$ cat src/hdl/wpcl_pkg.sv
// Package for the windowed peak change logger: payload structs, state codes,
// sample width and the magnitude helper. Depends on nothing.
package wpcl_pkg;

    localparam int SAMPLE_WIDTH  = 16;
    localparam int TIME_WIDTH    = 64;
    localparam int CFG_WIDTH     = 16;
    localparam int CFG_IDX_WIDTH = 1;

    localparam logic [CFG_IDX_WIDTH-1:0] CFG_WINDOW_LENGTH = 1'd0;
    localparam logic [CFG_IDX_WIDTH-1:0] CFG_ROUNDING_STEP = 1'd1;

    localparam logic [CFG_WIDTH-1:0] WINDOW_LENGTH_RESET = 16'd64;
    localparam logic [CFG_WIDTH-1:0] ROUNDING_STEP_RESET = 16'd10;

    typedef struct packed {
        logic signed [SAMPLE_WIDTH-1:0] sample;
        logic [TIME_WIDTH-1:0]          sample_time;
        logic                           frame_end;
    } wpcl_in_t;

    typedef struct packed {
        logic [TIME_WIDTH-1:0]          record_time;
        logic signed [SAMPLE_WIDTH-1:0] record_value;
        logic                           last_of_run;
    } wpcl_out_t;

    typedef enum logic [1:0] {
        ST_IDLE,
        ST_DIV,
        ST_FIN,
        ST_DRAIN
    } wpcl_state_t;

    // Unsigned magnitude; the most negative value maps to 2**(SAMPLE_WIDTH-1).
    function automatic logic [SAMPLE_WIDTH-1:0] wpcl_mag(input logic [SAMPLE_WIDTH-1:0] v);
        return v[SAMPLE_WIDTH-1] ? (~v + 1'b1) : v;
    endfunction

endpackage

$ cat src/hdl/wpcl_rem_serial.sv
// Bit-serial restoring remainder unit: one dividend bit per cycle.
// Depends on wpcl_pkg for default widths.
module wpcl_rem_serial #(
    parameter int DIVIDEND_WIDTH = wpcl_pkg::SAMPLE_WIDTH,
    parameter int DIVISOR_WIDTH  = wpcl_pkg::CFG_WIDTH
) (
    input  logic                      clk,
    input  logic                      rst_n,
    input  logic                      start,
    input  logic [DIVIDEND_WIDTH-1:0] dividend,
    input  logic [DIVISOR_WIDTH-1:0]  divisor,
    output logic                      done,
    output logic [DIVISOR_WIDTH-1:0]  remainder
);
    import wpcl_pkg::*;

    localparam int CW = (DIVIDEND_WIDTH > 1) ? $clog2(DIVIDEND_WIDTH) : 1;

    logic [DIVIDEND_WIDTH-1:0] shift_reg;
    logic [DIVISOR_WIDTH-1:0]  rem_reg;
    logic [DIVISOR_WIDTH-1:0]  divisor_reg;
    logic [CW-1:0]             cnt_reg;
    logic                      busy_reg;
    logic                      done_reg;

    logic [DIVISOR_WIDTH:0]    trial;
    logic [DIVISOR_WIDTH:0]    diff;
    logic [DIVISOR_WIDTH-1:0]  rem_next;

    always_comb
    begin
        trial = {rem_reg, shift_reg[DIVIDEND_WIDTH-1]};
        diff  = trial - {1'b0, divisor_reg};
        if (trial >= {1'b0, divisor_reg})
        begin
            rem_next = diff[DIVISOR_WIDTH-1:0];
        end
        else
        begin
            rem_next = trial[DIVISOR_WIDTH-1:0];
        end
    end

    always_ff @(posedge clk or negedge rst_n)
    begin
        if (!rst_n)
        begin
            busy_reg <= 1'b0;
            done_reg <= 1'b0;
            cnt_reg  <= '0;
        end
        else
        begin
            done_reg <= 1'b0;
            if (start)
            begin
                busy_reg <= 1'b1;
                cnt_reg  <= CW'(DIVIDEND_WIDTH - 1);
            end
            else if (busy_reg)
            begin
                cnt_reg <= cnt_reg - 1'b1;
                if (cnt_reg == '0)
                begin
                    busy_reg <= 1'b0;
                    done_reg <= 1'b1;
                end
            end
        end
    end

    always_ff @(posedge clk)
    begin
        if (start)
        begin
            shift_reg   <= dividend;
            rem_reg     <= '0;
            divisor_reg <= divisor;
        end
        else if (busy_reg)
        begin
            shift_reg <= {shift_reg[DIVIDEND_WIDTH-2:0], 1'b0};
            rem_reg   <= rem_next;
        end
    end

    assign done      = done_reg;
    assign remainder = rem_reg;

`ifndef ASSERT_OFF
    a_rem_below_divisor: assert property (@(posedge clk) disable iff (!rst_n)
        busy_reg && !$rose(busy_reg) |-> rem_reg < divisor_reg)
        else $error("partial remainder not below divisor");
    a_done_after_busy: assert property (@(posedge clk) disable iff (!rst_n)
        done_reg |-> !busy_reg && $past(busy_reg))
        else $error("done without a finished iteration");
    a_busy_length: assert property (@(posedge clk) disable iff (!rst_n)
        start |=> busy_reg)
        else $error("start did not begin iteration");
`endif

endmodule

$ cat src/hdl/windowed_peak_change_logger.sv
// Windowed peak change logger, top level. Depends on wpcl_pkg and the
// serial remainder unit wpcl_rem_serial.
//
// Usage: one sample transaction is taken whenever in_ready is high. A sample
// that does not close its window leaves in_ready high. A sample that closes
// its window (count reaches window_length, or frame_end set) keeps the input
// closed while the window peak magnitude is divided by rounding_step one
// bit per cycle in the serial remainder unit; then the quantized value
// |peak| - remainder is signed and compared against the held value in the
// finishing state, which waits if the output register still holds an
// untaken record. A close emits zero, one or two records (previous held
// record, then the new one); when two are due the second leaves in the
// cycle after the first is taken, and the input stays closed until then,
// so such a close lasts longer. Registers are written through
// cfg_write/cfg_index/cfg_data while no close is in flight; a zero
// window_length or rounding_step acts as one.
module windowed_peak_change_logger (
    input  logic                                 clk,
    input  logic                                 rst_n,
    input  logic                                 in_valid,
    output logic                                 in_ready,
    input  wpcl_pkg::wpcl_in_t                   in_data,
    output logic                                 out_valid,
    input  logic                                 out_ready,
    output wpcl_pkg::wpcl_out_t                  out_data,
    input  logic                                 cfg_write,
    input  logic [wpcl_pkg::CFG_IDX_WIDTH-1:0]   cfg_index,
    input  logic [wpcl_pkg::CFG_WIDTH-1:0]       cfg_data
);
    import wpcl_pkg::*;

    localparam int SW = SAMPLE_WIDTH;

    // Configuration
    logic [CFG_WIDTH-1:0] wl_reg;
    logic [CFG_WIDTH-1:0] step_reg;

    // Window and record state
    wpcl_state_t           state_reg, state_next;
    logic [CFG_WIDTH-1:0]  count_reg;
    logic [TIME_WIDTH-1:0] start_time_reg;
    logic signed [SW-1:0]  peak_reg;
    logic [TIME_WIDTH-1:0] held_time_reg;
    logic signed [SW-1:0]  held_value_reg;
    logic [TIME_WIDTH-1:0] emitted_reg;

    // Output register plus one pending record
    logic      out_valid_reg, out_valid_next;
    wpcl_out_t out_data_reg, out_data_next;
    wpcl_out_t pend_reg;

    // Accept-side datapath
    logic                  accept;
    logic [SW-1:0]         mag_s;
    logic signed [SW-1:0]  peak_new;
    logic [CFG_WIDTH-1:0]  count_inc;
    logic [CFG_WIDTH-1:0]  len_eff;
    logic [CFG_WIDTH-1:0]  step_eff;
    logic                  close;

    // Finishing datapath
    logic                  div_start;
    logic                  div_done;
    logic [CFG_WIDTH-1:0]  div_rem;
    logic [SW-1:0]         peak_mag;
    logic [SW-1:0]         qmag;
    logic signed [SW-1:0]  q;
    logic                  changed;
    logic                  emit_a;
    logic                  emit_b;
    logic [TIME_WIDTH-1:0] emitted_after_a;
    logic                  out_free;
    logic                  fin_fire;
    logic                  drain_fire;
    wpcl_out_t             rec_a;
    wpcl_out_t             rec_b;

    assign accept   = in_valid && in_ready;
    assign out_free = !out_valid_reg || out_ready;
    assign len_eff  = (wl_reg == '0) ? CFG_WIDTH'(1) : wl_reg;
    assign step_eff = (step_reg == '0) ? CFG_WIDTH'(1) : step_reg;

    // Window update: first sample sets start and peak, later ones replace the
    // peak only on strictly larger magnitude so the earlier sample wins ties.
    always_comb
    begin
        mag_s     = wpcl_mag(in_data.sample);
        count_inc = count_reg + 1'b1;
        if (count_reg == '0)
        begin
            peak_new = in_data.sample;
        end
        else if (mag_s > wpcl_mag(peak_reg))
        begin
            peak_new = in_data.sample;
        end
        else
        begin
            peak_new = peak_reg;
        end
        close = (count_inc >= len_eff) || in_data.frame_end;
    end

    // Quantize toward zero: |q| = |peak| - (|peak| mod step), sign restored.
    // Then decide which of the two records survive the time filter.
    always_comb
    begin
        peak_mag        = wpcl_mag(peak_reg);
        qmag            = peak_mag - SW'(div_rem);
        q               = peak_reg[SW-1] ? -$signed(qmag) : $signed(qmag);
        changed         = (q != held_value_reg);
        emit_a          = changed && (held_time_reg != '0) && (held_time_reg != emitted_reg);
        emitted_after_a = emit_a ? held_time_reg : emitted_reg;
        emit_b          = changed && (start_time_reg != '0)
                          && (start_time_reg != emitted_after_a);
        rec_a.record_time  = held_time_reg;
        rec_a.record_value = held_value_reg;
        rec_a.last_of_run  = !emit_b;
        rec_b.record_time  = start_time_reg;
        rec_b.record_value = q;
        rec_b.last_of_run  = 1'b1;
    end

    // Next state
    always_comb
    begin
        state_next = state_reg;
        unique case (state_reg)
            ST_IDLE:
            begin
                if (accept && close)
                begin
                    state_next = ST_DIV;
                end
            end
            ST_DIV:
            begin
                if (div_done)
                begin
                    state_next = ST_FIN;
                end
            end
            ST_FIN:
            begin
                if (out_free)
                begin
                    state_next = (emit_a && emit_b) ? ST_DRAIN : ST_IDLE;
                end
            end
            ST_DRAIN:
            begin
                if (out_free)
                begin
                    state_next = ST_IDLE;
                end
            end
            default:
            begin
                state_next = ST_IDLE;
            end
        endcase
    end

    // Control outputs and output register loading
    always_comb
    begin
        in_ready   = (state_reg == ST_IDLE);
        div_start  = accept && close;
        fin_fire   = (state_reg == ST_FIN) && out_free;
        drain_fire = (state_reg == ST_DRAIN) && out_free;

        out_valid_next = out_valid_reg && !out_ready;
        out_data_next  = out_data_reg;
        priority if (fin_fire)
        begin
            out_valid_next = emit_a || emit_b;
            out_data_next  = emit_a ? rec_a : rec_b;
        end
        else if (drain_fire)
        begin
            out_valid_next = 1'b1;
            out_data_next  = pend_reg;
        end
    end

    wpcl_rem_serial #(
        .DIVIDEND_WIDTH (SW),
        .DIVISOR_WIDTH  (CFG_WIDTH)
    ) u_rem (
        .clk       (clk),
        .rst_n     (rst_n),
        .start     (div_start),
        .dividend  (wpcl_mag(peak_new)),
        .divisor   (step_eff),
        .done      (div_done),
        .remainder (div_rem)
    );

    // Control and state registers
    always_ff @(posedge clk or negedge rst_n)
    begin
        if (!rst_n)
        begin
            state_reg      <= ST_IDLE;
            wl_reg         <= WINDOW_LENGTH_RESET;
            step_reg       <= ROUNDING_STEP_RESET;
            count_reg      <= '0;
            start_time_reg <= '0;
            peak_reg       <= '0;
            held_time_reg  <= '0;
            held_value_reg <= '0;
            emitted_reg    <= '0;
            out_valid_reg  <= 1'b0;
        end
        else
        begin
            state_reg     <= state_next;
            out_valid_reg <= out_valid_next;

            if (cfg_write)
            begin
                unique case (cfg_index)
                    CFG_WINDOW_LENGTH: wl_reg   <= cfg_data;
                    CFG_ROUNDING_STEP: step_reg <= cfg_data;
                    default:           wl_reg   <= wl_reg;
                endcase
            end

            // Advance the window on every accepted sample
            if (accept)
            begin
                peak_reg  <= peak_new;
                count_reg <= close ? '0 : count_inc;
                if (count_reg == '0)
                begin
                    start_time_reg <= in_data.sample_time;
                end
            end

            // Every close replaces the held record, emitted or not
            if (fin_fire)
            begin
                held_time_reg  <= start_time_reg;
                held_value_reg <= q;
                emitted_reg    <= emit_b ? start_time_reg : emitted_after_a;
            end
        end
    end

    // Payload registers
    always_ff @(posedge clk)
    begin
        out_data_reg <= out_data_next;
        if (fin_fire)
        begin
            pend_reg <= rec_b;
        end
    end

    assign out_valid = out_valid_reg;
    assign out_data  = out_data_reg;

`ifndef ASSERT_OFF
    a_drain_has_first: assert property (@(posedge clk) disable iff (!rst_n)
        state_reg == ST_DRAIN |-> out_valid_reg && !out_data_reg.last_of_run)
        else $error("second record pending without first in output");
    a_not_last_means_pending: assert property (@(posedge clk) disable iff (!rst_n)
        out_valid_reg && !out_data_reg.last_of_run |-> state_reg == ST_DRAIN)
        else $error("non-final record with nothing pending");
    a_fin_updates_held: assert property (@(posedge clk) disable iff (!rst_n)
        fin_fire |=> held_time_reg == $past(start_time_reg))
        else $error("held record not replaced at window close");
    a_no_accept_during_close: assert property (@(posedge clk) disable iff (!rst_n)
        div_start |=> !in_ready ##1 !in_ready)
        else $error("input opened during quantization");
`endif

endmodule

$ cat config.mk
export PLATFORM = sky130hd
export DESIGN_NAME = windowed_peak_change_logger
export DESIGN_NICKNAME = d
export VERILOG_FILES = /design/src/hdl/wpcl_pkg.sv /design/src/hdl/wpcl_rem_serial.sv /design/src/hdl/windowed_peak_change_logger.sv
export SDC_FILE = /design/constraint.sdc
export NUM_CORES = 1
export LEC_CHECK = 0
export ABC_AREA = 1
export BUFFER_PORTS_ARGS = -buffer_cell sky130_fd_sc_hd__buf_2
export CAP_MARGIN = 10
export CORE_MARGIN = 5
export CORE_UTILIZATION = 45
export DETAILED_ROUTE_END_ITERATION = 7
export PLACE_DENSITY = 0.64
export SYNTH_ARGS = -nofsm -noshare
export SYNTH_HDL_FRONTEND = slang
export SYNTH_SLANG_ARGS = --single-unit
$ cat constraint.sdc
create_clock -name clk -period 5.3 [get_ports clk]
set_input_delay 1.06 -clock clk [delete_from_list [all_inputs] [get_ports clk]]
set_output_delay 1.06 -clock clk [all_outputs]
set_load 0.01 [all_outputs]
# ---- After elaboration in Yosys (flattened, before gate mapping)
# Cells that the tools add are included.
dict set report word_totals {
  regBits 490
  in_bits 103
  output_inout_bits 83
  elab_cells 107
}
dict set report op_classes {
  n_addsub 8
  order_cmp 3
  n_eq_ne 10
  mux 32
  bitwise_logic 4
  reduce_logical 29
}
# operator count
set ops {}
lappend ops {{two-way mux 81 bit} 3}
lappend ops {{two-way mux 16 bit} 11}
lappend ops {{two-way mux 64 bit} 2}
lappend ops {{!= test 64 bit} 2}
lappend ops {{nonzero test 64 bit} 2}
lappend ops {{adder 16 x 1 -> 16 bit (second input constant)} 4}
lappend ops {{logical NOT 16 bit} 3}
lappend ops {{inverter 16 bit} 3}
lappend ops {{subtractor 16 bit} 2}
lappend ops {{>= comparator 17 x 16 -> 1 bit} 1}
lappend ops {{>= comparator 16 bit} 1}
lappend ops {{greater-than comparator 16 bit} 1}
lappend ops {{!= test 16 bit} 1}
lappend ops {{negation 16 bit} 1}
lappend ops {{logical AND 1 bit} 10}
lappend ops {{two-way mux 2 bit} 5}
lappend ops {{two-way mux 1 bit} 8}
lappend ops {{two-way mux 4 bit} 2}
lappend ops {{one-hot mux 2 bit (4 select lines)} 1}
lappend ops {{AND reduction 2 bit} 3}
lappend ops {{== test 2 bit (second input constant)} 2}
lappend ops {{logical NOT 4 bit} 1}
lappend ops {{!= test 2 x 1 -> 1 bit (second input constant)} 2}
lappend ops {{!= test 2 bit (second input constant)} 2}
lappend ops {{8 further kinds} 13}

# ---- Logic depth before layout (Yosys ltp)
# Gate-level depths: netlist of run 1.
dict set report depth {
  ltp_word 16
  ltp_mapped 48
  ltp_nobuf 45
}

# ---- Modules after synthesis
# A second synthesis of run 1 with hierarchy kept.
dict set report unflattened {
  cells_unflattened 3630
  hier_area_um2 28083.2
}
# mod instances cells_per_inst area_per_inst_um2
set modules_own_cells {}
lappend modules_own_cells {windowed_peak_change_logger 1 3179 24657.4}
lappend modules_own_cells {wpcl_rem_serial 1 451 3425.8}

# ---- Worst setup path before layout of run 1
# OpenSTA, ideal clock, no wires.
dict set report synth_timing {
  kind {reg2reg}
  startpoint {register peak_reg[15]}
  endpoint {register out_valid_reg, in the netlist out_valid}
  setup_ns 0.124
  arrival_ns 4.988
  required_time_ns 5.176
  slack_ns 0.188
  stages_incl_launch_ff 42
  path_buffers 8
  period_less_slack_ns 5.112
  path_cell_list {dfrtp_1 > buf_2 > buf_1 > buf_1 > buf_1 > o21ai_0 > fa_1 > inv_1 > ha_1 > nand2_1 > o21ai_1 > inv_1 > nand2_1 > nand3_1 > a21oi_1 > o21ai_0 > nor2_1 > nand2_1 > [6 not listed] > nand2_4 > buf_6 > buf_6 > nand2_1 > nand2_1 > nand2_1 > a21oi_1 > nand2_1 > nor2_1 > nand2_1 > nor2_2 > nand2_2 > nand2_1 > buf_6 > buf_6 > nand2_1 > nand2_1 > nand2_1}
}
dict set report synth_between {
  elab_cells_between_ends 15
}
# element line
set synth_rtl {}
lappend synth_rtl {{from (decl)} windowed_peak_change_logger.sv:42} ;# logic signed [SW-1:0] peak_reg;
lappend synth_rtl {{from (signal assigned)} windowed_peak_change_logger.sv:232} ;# peak_reg <= peak_new;
lappend synth_rtl {{two-way mux 16 bit} wpcl_pkg.sv:37} ;# return v[SAMPLE_WIDTH-1] ? (~v + 1'b1) : v;
lappend synth_rtl {{subtractor 16 bit} windowed_peak_change_logger.sv:109} ;# qmag = peak_mag - SW'(div_rem);
lappend synth_rtl {{negation 16 bit} windowed_peak_change_logger.sv:110} ;# q = peak_reg[SW-1] ? -$signed(qmag) : $signed(qmag);
lappend synth_rtl {{two-way mux 16 bit *} windowed_peak_change_logger.sv:110}
lappend synth_rtl {{named net q[1]} windowed_peak_change_logger.sv:67} ;# logic signed [SW-1:0] q;
lappend synth_rtl {{!= test 16 bit *} windowed_peak_change_logger.sv:111} ;# changed = (q != held_value_reg);
lappend synth_rtl {{logical AND 1 bit (2 in a row)} windowed_peak_change_logger.sv:112} ;# emit_a = changed && (held_time_reg != '0) && (held_time_reg != emitted_reg);
lappend synth_rtl {{two-way mux 64 bit} windowed_peak_change_logger.sv:113} ;# emitted_after_a = emit_a ? held_time_reg : emitted_reg;
lappend synth_rtl {{!= test 64 bit} windowed_peak_change_logger.sv:115} ;# && (start_time_reg != emitted_after_a);
lappend synth_rtl {{logical AND 1 bit} windowed_peak_change_logger.sv:115}
lappend synth_rtl {{logical OR 1 bit *} windowed_peak_change_logger.sv:176} ;# out_valid_next = emit_a || emit_b;
lappend synth_rtl {{two-way mux 1 bit *} windowed_peak_change_logger.sv:174} ;# priority if (fin_fire)
lappend synth_rtl {{named net out_valid_next} windowed_peak_change_logger.sv:48} ;# logic out_valid_reg, out_valid_next;
lappend synth_rtl {{to (signal assigned)} windowed_peak_change_logger.sv:218} ;# out_valid_reg <= out_valid_next;
lappend synth_rtl {{to (decl)} windowed_peak_change_logger.sv:48}
# Mark *: on every way through the listed nets, which the timed path passes. The rest lies on a longest branch.
# A chain may end at the register's enable or synchronous reset.

# ---- Worst setup path in the final report of run 1
dict set report layout_timing {
  startpoint {register peak_reg[0]}
  endpoint {register emitted_reg[50]}
}
dict set report layout_between {
  elab_chain_len 13
  elab_cells_between_ends 14
}
# element line
set layout_rtl {}
lappend layout_rtl {{inverter 16 bit} wpcl_pkg.sv:37}
lappend layout_rtl {{adder 16 x 1 -> 16 bit} wpcl_pkg.sv:37}
lappend layout_rtl {{two-way mux 16 bit *} wpcl_pkg.sv:37}
lappend layout_rtl {{subtractor 16 bit *} windowed_peak_change_logger.sv:109}
lappend layout_rtl {{negation 16 bit} windowed_peak_change_logger.sv:110}
lappend layout_rtl {{two-way mux 16 bit *} windowed_peak_change_logger.sv:110}
lappend layout_rtl {{!= test 16 bit *} windowed_peak_change_logger.sv:111}
lappend layout_rtl {{logical AND 1 bit (2 in a row)} windowed_peak_change_logger.sv:112}
lappend layout_rtl {{two-way mux 64 bit} windowed_peak_change_logger.sv:113}
lappend layout_rtl {{!= test 64 bit} windowed_peak_change_logger.sv:115}
lappend layout_rtl {{logical AND 1 bit} windowed_peak_change_logger.sv:115}
lappend layout_rtl {{two-way mux 64 bit *} windowed_peak_change_logger.sv:245} ;# emitted_reg <= emit_b ? start_time_reg : emitted_after_a;
lappend layout_rtl {{to (signal assigned)} windowed_peak_change_logger.sv:245}
lappend layout_rtl {{to (decl)} windowed_peak_change_logger.sv:45} ;# logic [TIME_WIDTH-1:0] emitted_reg;
# Every way passes the cells marked *; elsewhere a longest branch is shown, timed or not.

==> impl_results.md, run 1 <==
- Status: complete, but fails checks
- Failing checks: negative setup slack
- Non-Filler Instances: 4666
- Die area: 0.0660 mm2
- Max-slew violations: 0
- Cts bufs inserted: 53
- Async SR Flop Fraction: 57.3%
- GR Overflow Total: 0
- Gate Count Post-Synth: 3374
- CP Launch Type: flip-flop
- IO buf count: 185
- Ys flop type: dfrtp_1
- Pin count of the biggest net entering global routing: 212
- Vias: 24.7k
- Starting DRT DRC Count: 2203
- DPL Wire Length: 57.8 mm
- Max reg flops: 81
- Nets: 4010
- Final Wtd Congestion: 0.907
- Sequential share of the synthesized area: 48.0%
- Slew @ Worst Pin: 1.02 ns
- Critical path's most frequent cell: nand2_2
- Hold Fails Final Rpt: 0
- P_leak: 17.3 nW
- Peak VDD IR: 0.515 mV
- Hold Crit Class: flip-flop to flip-flop
- First-pass GRT wire length: 129 mm
- Latest clock arrival within the worst-skew pair: 0.62 ns
- Worst r2r src: peak_reg[0]$_DFFE_PN0P_
- FF+latch count, synth: 490
- Proportion of layout cells with a drive suffix above 1: 25.8%
- Slowest-stage cell, CP: dfrtp_1
- Worst path required time: 5.84 ns
- Routed Antenna Nets: 0
- Gr usage total: 24.1%
- Placement Cell Area: 0.0312 mm2
- Pwr Density: 815 mW/mm2
- Skew final: 0.0256 ns
- Total design power: 28.7 mW
- Routed WL: 83.6 mm
- EDFF count, synth: 193
- CP Launch Point: peak_reg[0]$_DFFE_PN0P_
- Depth of the CTS H-tree: 2
- Fmax: 0.182 GHz
- Crit-path max cell delay: 0.38 ns
- Relative slew slack: 31.9%
- CTS Root Cell: clkbuf_16
- Clock Sinks: 490
- Crit end category: flip-flop
- Setup CP Type: flip-flop to flip-flop
- Max Cap Viol: 0
- Worst-path clk slew: 0.06 ns
- Net count after synthesis: 3549
- RSZ-0062 raised after global routing: true
- Wire length per cell: 17.9 um
- First drt pass iteration count: 6
- Initial antenna violation count: 7
- Core Box Area: 0.0604 mm2
- Hold Startpoint: step_reg[2]$_DFFE_PN0P_
- Fin crit period: 5.51 ns
- Syn-to-layout area delta: 28.3%
- Longest Clk Path Bufs: 3
- Syn Area/Cell: 8.12 um2
- DR vias/cell: 5.29
- Ports: 186
- Post-route cell area: 0.0352 mm2
- CP arrival: 6.05 ns
- Vias in the first global route: 23.2k
- Die Y: 257 um
- Placed Cells: 4496
- Post-synth cell types: 55
- Row count: 90
- Setup ws final: -0.208 ns
- Post-layout util: 58.3%
- Die span in x: 257 um
- Synthesized area: 0.0274 mm2
- Initial cell density of the core: 45.4%
- YS warnings: 0
- Max FO, Critical Path: 8
- Final setup violation count: 69
- DRC Markers: 0
- Tcrit/Tclk final: 104%
- CTS tree: done
==> report_power, final <==
part / internal (mW) / switching, mW
clock: 2.42 / 1.63
sequential: 6.07 / 1.42
combinational: 7.50 / 9.64
total: 16.0 / 12.7
==> logic make-up after synthesis <==
kind of cell               share of synthesized area [%]
adders and majority gates                           3.34
xor gates and xnor gates                            3.45
and+or+nand+nor                                     25.2
muxes                                               2.67
AOI/OAI and AO/OA                                   8.97
buffers and inverters                               8.37
DFF                                                 48.0
==> per-stage QoR <==
step           TNS (ns)  setup slack, ns  hold slack [ns]
6_report         -11.74           -0.208            0.476
2_1_floorplan         0            0.188            0.449
5_1_grt          -34.45           -0.538            0.487
4_1_cts           -2.62          -0.0718            0.476
3_5_place_dp     -22.54           -0.451            0.460
3_3_place_gp     -18.64           -0.482            0.460
==> cells in the mapped netlist (3+ instances only) <==
library cell	number	share of area (%)
a21oi_1	76	1.4
a22o_1	64	2.0
buf_1	10	0.14
buf_2	15	0.27
buf_6	12	0.49
clkbuf_1	106	1.5
clkinv_1	4	0.055
dfrtp_1	278	25
dfstp_2	3	0.29
dfxtp_1	16	1.2
edfxtp_1	193	21
ha_1	70	3.2
inv_1	424	5.8
inv_2	6	0.082
mux2_2	64	2.6
nand2_1	1024	14
nand2_2	5	0.11
nand3_1	344	6.3
nand3b_1	7	0.19
nand4_1	40	0.91
nor2_1	135	1.8
nor2_2	4	0.091
nor3_1	29	0.53
nor4_1	43	0.98
o2111ai_1	7	0.22
o21a_1	3	0.082
o21ai_0	229	4.2
o21ai_1	3	0.055
o221ai_1	3	0.096
o22ai_1	16	0.37
or2_2	3	0.068
xnor2_1	50	1.6
xor2_1	58	1.9
==> final timing paths <==
kind	end	slack, ns	cells after the start
max in group asynchronous	wl_reg[13]$_DFFE_PN0P_	3.65	2
min in group asynchronous	start_time_reg[45]$_DFFE_PN0P_	0.55	1
min reg2reg	u_rem.divisor_reg[2]$_SDFFCE_PN0P_	0.48	0
max	emitted_reg[50]$_DFFE_PN0P_	-0.21	42
min	u_rem.divisor_reg[2]$_SDFFCE_PN0P_	0.48	0
max reg2reg	emitted_reg[50]$_DFFE_PN0P_	-0.21	42
==> layout make-up <==
class	count	area (um2)
Fill cell	5309	25200
Multi-Input combinational cell	2304	13200
Sequential cell	490	13200
Timing Repair Buffer	551	4280
Inverter	435	1640
Clock buffer	66	1440
Tap cell	782	978
Clock inverter	34	468
Antenna cell	4	10.0
==> timing repair <==
| action | 4_1_cts | 5_1_grt |
|---|---|---|
| gates cloned | 8 | 5 |
| buffers inserted | 38 | 15 |
| resized for setup | 139 | 206 |
| hold buffers | 0 | 0 |
| pin swaps | 39 | 127 |
| endpoints found under the setup margin | 68 | 120 |
==> layer usage <==
| metal | track usage, % | share of wire (%) | wire length, um |
|---|---|---|---|
| met1 | 32.3 | 42 | 35300 |
| met2 | 39.8 | 47 | 39200 |
| met3 | 4.36 | 6.9 | 5800 |
| met4 | 8.23 | 3.7 | 3120 |
| met5 | 0 | 0.055 | 46 |
==> critical path: cells and delay by family (launching register included) <==
family / cells / cell delay (ns)
XOR/XNOR: 2 / 0.32
buffers and inverters: 10 / 1.16
adder cells (fa/ha/maj): 2 / 0.50
flip-flops: 1 / 0.38
AO/OA/AOI/OAI: 1 / 0.10
AND/OR/NAND/NOR: 27 / 2.97
==> cells in the final DEF (no fill, tap or decap), drive strengths merged, types with 70 or more instances in the layout <==
master	n
a21oi	77
buf	546
clkbuf	70
dfrtp	278
edfxtp	193
ha	70
inv	432
nand2	1031
nand3	345
nor2	139
o21ai	232
No activity file was read; power rests on OpenSTA's default activity.
==> run 2: changes to the inputs <==
SKIP_LAST_GASP = 1   (was unset)
==> run 2 against run 1 <==
The flow still finishes with violations (negative setup slack). Wire length is 0.51% higher. Register-to-register slack worse by 0.09 ns. Sequential power hardly changed. Maximum frequency is 1.7% lower. Largest power group unchanged. Die area stayed put. Utilization hardly changed. First-iteration DRC count is 0.45% lower. Via count is 0.39% higher. Sequential share of layout area hardly changed.
==> impl_results.md, run 2 (synthesis results as in run 1) <==
- Status: complete, but fails checks
- Failing checks: negative setup slack
- Pint: 16.0 mW
- IO buf count: 185
- Vias: 24.8k
- Nets: 4009
- DPL Wire Length: 57.8 mm
- Starting DRT DRC Count: 2193
- Most frequent cells in the layout: 932 x nand2_1, 412 x inv_1, 306 x buf_4, 276 x dfrtp_1, 260 x nand3_1
- Post-layout util: 58.3%
- Comb pwr share: 59.8%
- Critical R2R Capture: emitted_reg[50]$_DFFE_PN0P_
- Pin count of the biggest net entering global routing: 212
- Die area: 0.0660 mm2
- Setup CP Type: flip-flop to flip-flop
- Cell family with most CP delay: simple AND/OR/NAND/NOR gates
- Skew final: 0.0231 ns
- Max FO, Critical Path: 8
- Storage element area: 0.0132 mm2
- Fmax: 0.178 GHz
- Sw power: 12.7 mW
- Final setup violation count: 68
- Slew @ Worst Pin: 1.02 ns
- Ports: 186
- Min Hold Slack: 0.476 ns
- Initial cell density of the core: 45.4%
- Latest clock arrival within the worst-skew pair: 0.62 ns
- Slowest-stage cell, CP: dfrtp_1
- Commonest non-fill, non-tap cell in the layout: nand2_1
- Worst-path clk slew: 0.06 ns
- Routed WL: 84.0 mm
- Max reg flops: 81
- Setup ws final: -0.303 ns
- Cts bufs inserted: 53
- Vias in the first global route: 23.2k
- Max Cap Viol: 0
- Critical path's most frequent cell: nand2_1
- Worst path depth: 44
- First-pass GRT wire length: 129 mm
- Sw Ratio: 44.3%
- Routed Antenna Nets: 0
- Setup TNS after final layout: -16.15 ns
- Final Wtd Congestion: 0.907
- CP Launch Type: flip-flop
- Sequential Power Share: 26.1%
- CTS Root Cell: clkbuf_16
- RSZ-0062 raised after global routing: true
- Clock Sinks: 490
- Die span in x: 257 um
- CP arrival: 6.15 ns
- Worst path required time: 5.84 ns
- Proportion of layout cells with a drive suffix above 1: 25.6%
- Gr usage total: 24.1%
- Worst setup path endpoint: emitted_reg[50]$_DFFE_PN0P_
- Reg2Reg Setup Slack: -0.30 ns
- Hold Crit Class: flip-flop to flip-flop
- Initial antenna violation count: 7
- Row count: 90
- First drt pass iteration count: 5
- Worst r2r src: peak_reg[1]$_DFFE_PN0P_
- Wire length per cell: 18.0 um
- CP Launch Point: peak_reg[1]$_DFFE_PN0P_
- R2r worst-path depth: 44
- Syn-to-layout area delta: 28.3%
- Relative slew slack: 32.0%
- DRC Markers: 0
- Multi-input gate area: 0.0132 mm2
- Die Y: 257 um
- CTS tree: done
- Fillers: 5298
- Crit end category: flip-flop
- Pwr Density: 817 mW/mm2
- Max-slew violations: 0
- Depth of the CTS H-tree: 2
- Peak VDD IR: 0.496 mV
- Fin crit period: 5.60 ns
- DR vias/cell: 5.32
- Clock power share: 14.1%
- Tcrit/Tclk final: 106%
- Worst Path Buf+Inv: 12
- Core Box Area: 0.0604 mm2
- GR Overflow Total: 0
- Crit-path max cell delay: 0.39 ns
- Longest Clk Path Bufs: 3
- Hold Fails Final Rpt: 0
- P_leak: 17.3 nW
run 2: worst min-delay path by stage:
stage               cells after the start                        start                                 end  slack [ns]
floorplan                               2  emitted_reg[14]$_DFFE_PN0P_         emitted_reg[14]$_DFFE_PN0P_        0.45
global placement                        0      step_reg[5]$_DFFE_PN0P_  u_rem.divisor_reg[5]$_SDFFCE_PN0P_        0.46
detailed placement                      0      step_reg[2]$_DFFE_PN0P_  u_rem.divisor_reg[2]$_SDFFCE_PN0P_        0.46
CTS                                     0      step_reg[2]$_DFFE_PN0P_  u_rem.divisor_reg[2]$_SDFFCE_PN0P_        0.48
global route                            0      step_reg[2]$_DFFE_PN0P_  u_rem.divisor_reg[2]$_SDFFCE_PN0P_        0.49
finish                                  0      step_reg[2]$_DFFE_PN0P_  u_rem.divisor_reg[2]$_SDFFCE_PN0P_        0.48
run 2: worst reg2reg max path: cells and delay by family, from the launching register on:
kind	cells	cell delay, ns
compound gates	2	0.23
flops	1	0.39
simple gates	26	2.77
xor+xnor	2	0.31
fa+ha+maj	2	0.49
buf+inv	12	1.36
run 2: timing repair:
action                                  CTS  global route
gates resized for setup                 125           225
pin swaps                                30           143
endpoints found under the setup margin   68           120
hold buffers                              0             0
gates cloned                              8             5
buffers inserted                         38            20
run 2: stage by stage:
stage	area (um2)	setup slack, ns	power (mW)	cells
after global placement	31200	-0.482	22.2	4496
after global routing	35200	-0.639	31.0	4661
after detailed placement	31200	-0.451	22.4	4496
final	35200	-0.303	28.7	4665
after floorplan	27400	0.188	16.2	3374
after CTS	34000	-0.0725	27.4	4642
run 2: layer usage:
layer	global-route usage (%)	up-vias	wire (um)
li1	-	12083	-
met1	32.3	11734	35600
met2	39.7	802	39800
met3	4.38	176	5690
met4	8.22	6	2920
met5	0	-	46
run 2: final cells by class:
class | instances | share of cell area, %
Multi-Input combinational cell | 2304 | 37.5
Sequential cell | 490 | 37.4
Timing Repair Buffer | 550 | 12.2
Inverter | 435 | 4.68
Clock buffer | 66 | 4.08
Tap cell | 782 | 2.78
Clock inverter | 34 | 1.33
Antenna cell | 4 | 0.0285
run 2: power groups by stage:
stage | Clock [mW] | Combinational [mW] | Sequential (mW)
finish | 4.05 | 17.2 | 7.50
CTS | 4.12 | 15.9 | 7.46
global placement | 0 | 14.7 | 7.48
detailed placement | 0 | 14.8 | 7.50
global route | 4.28 | 19.1 | 7.69
floorplan | 0 | 8.98 | 7.22
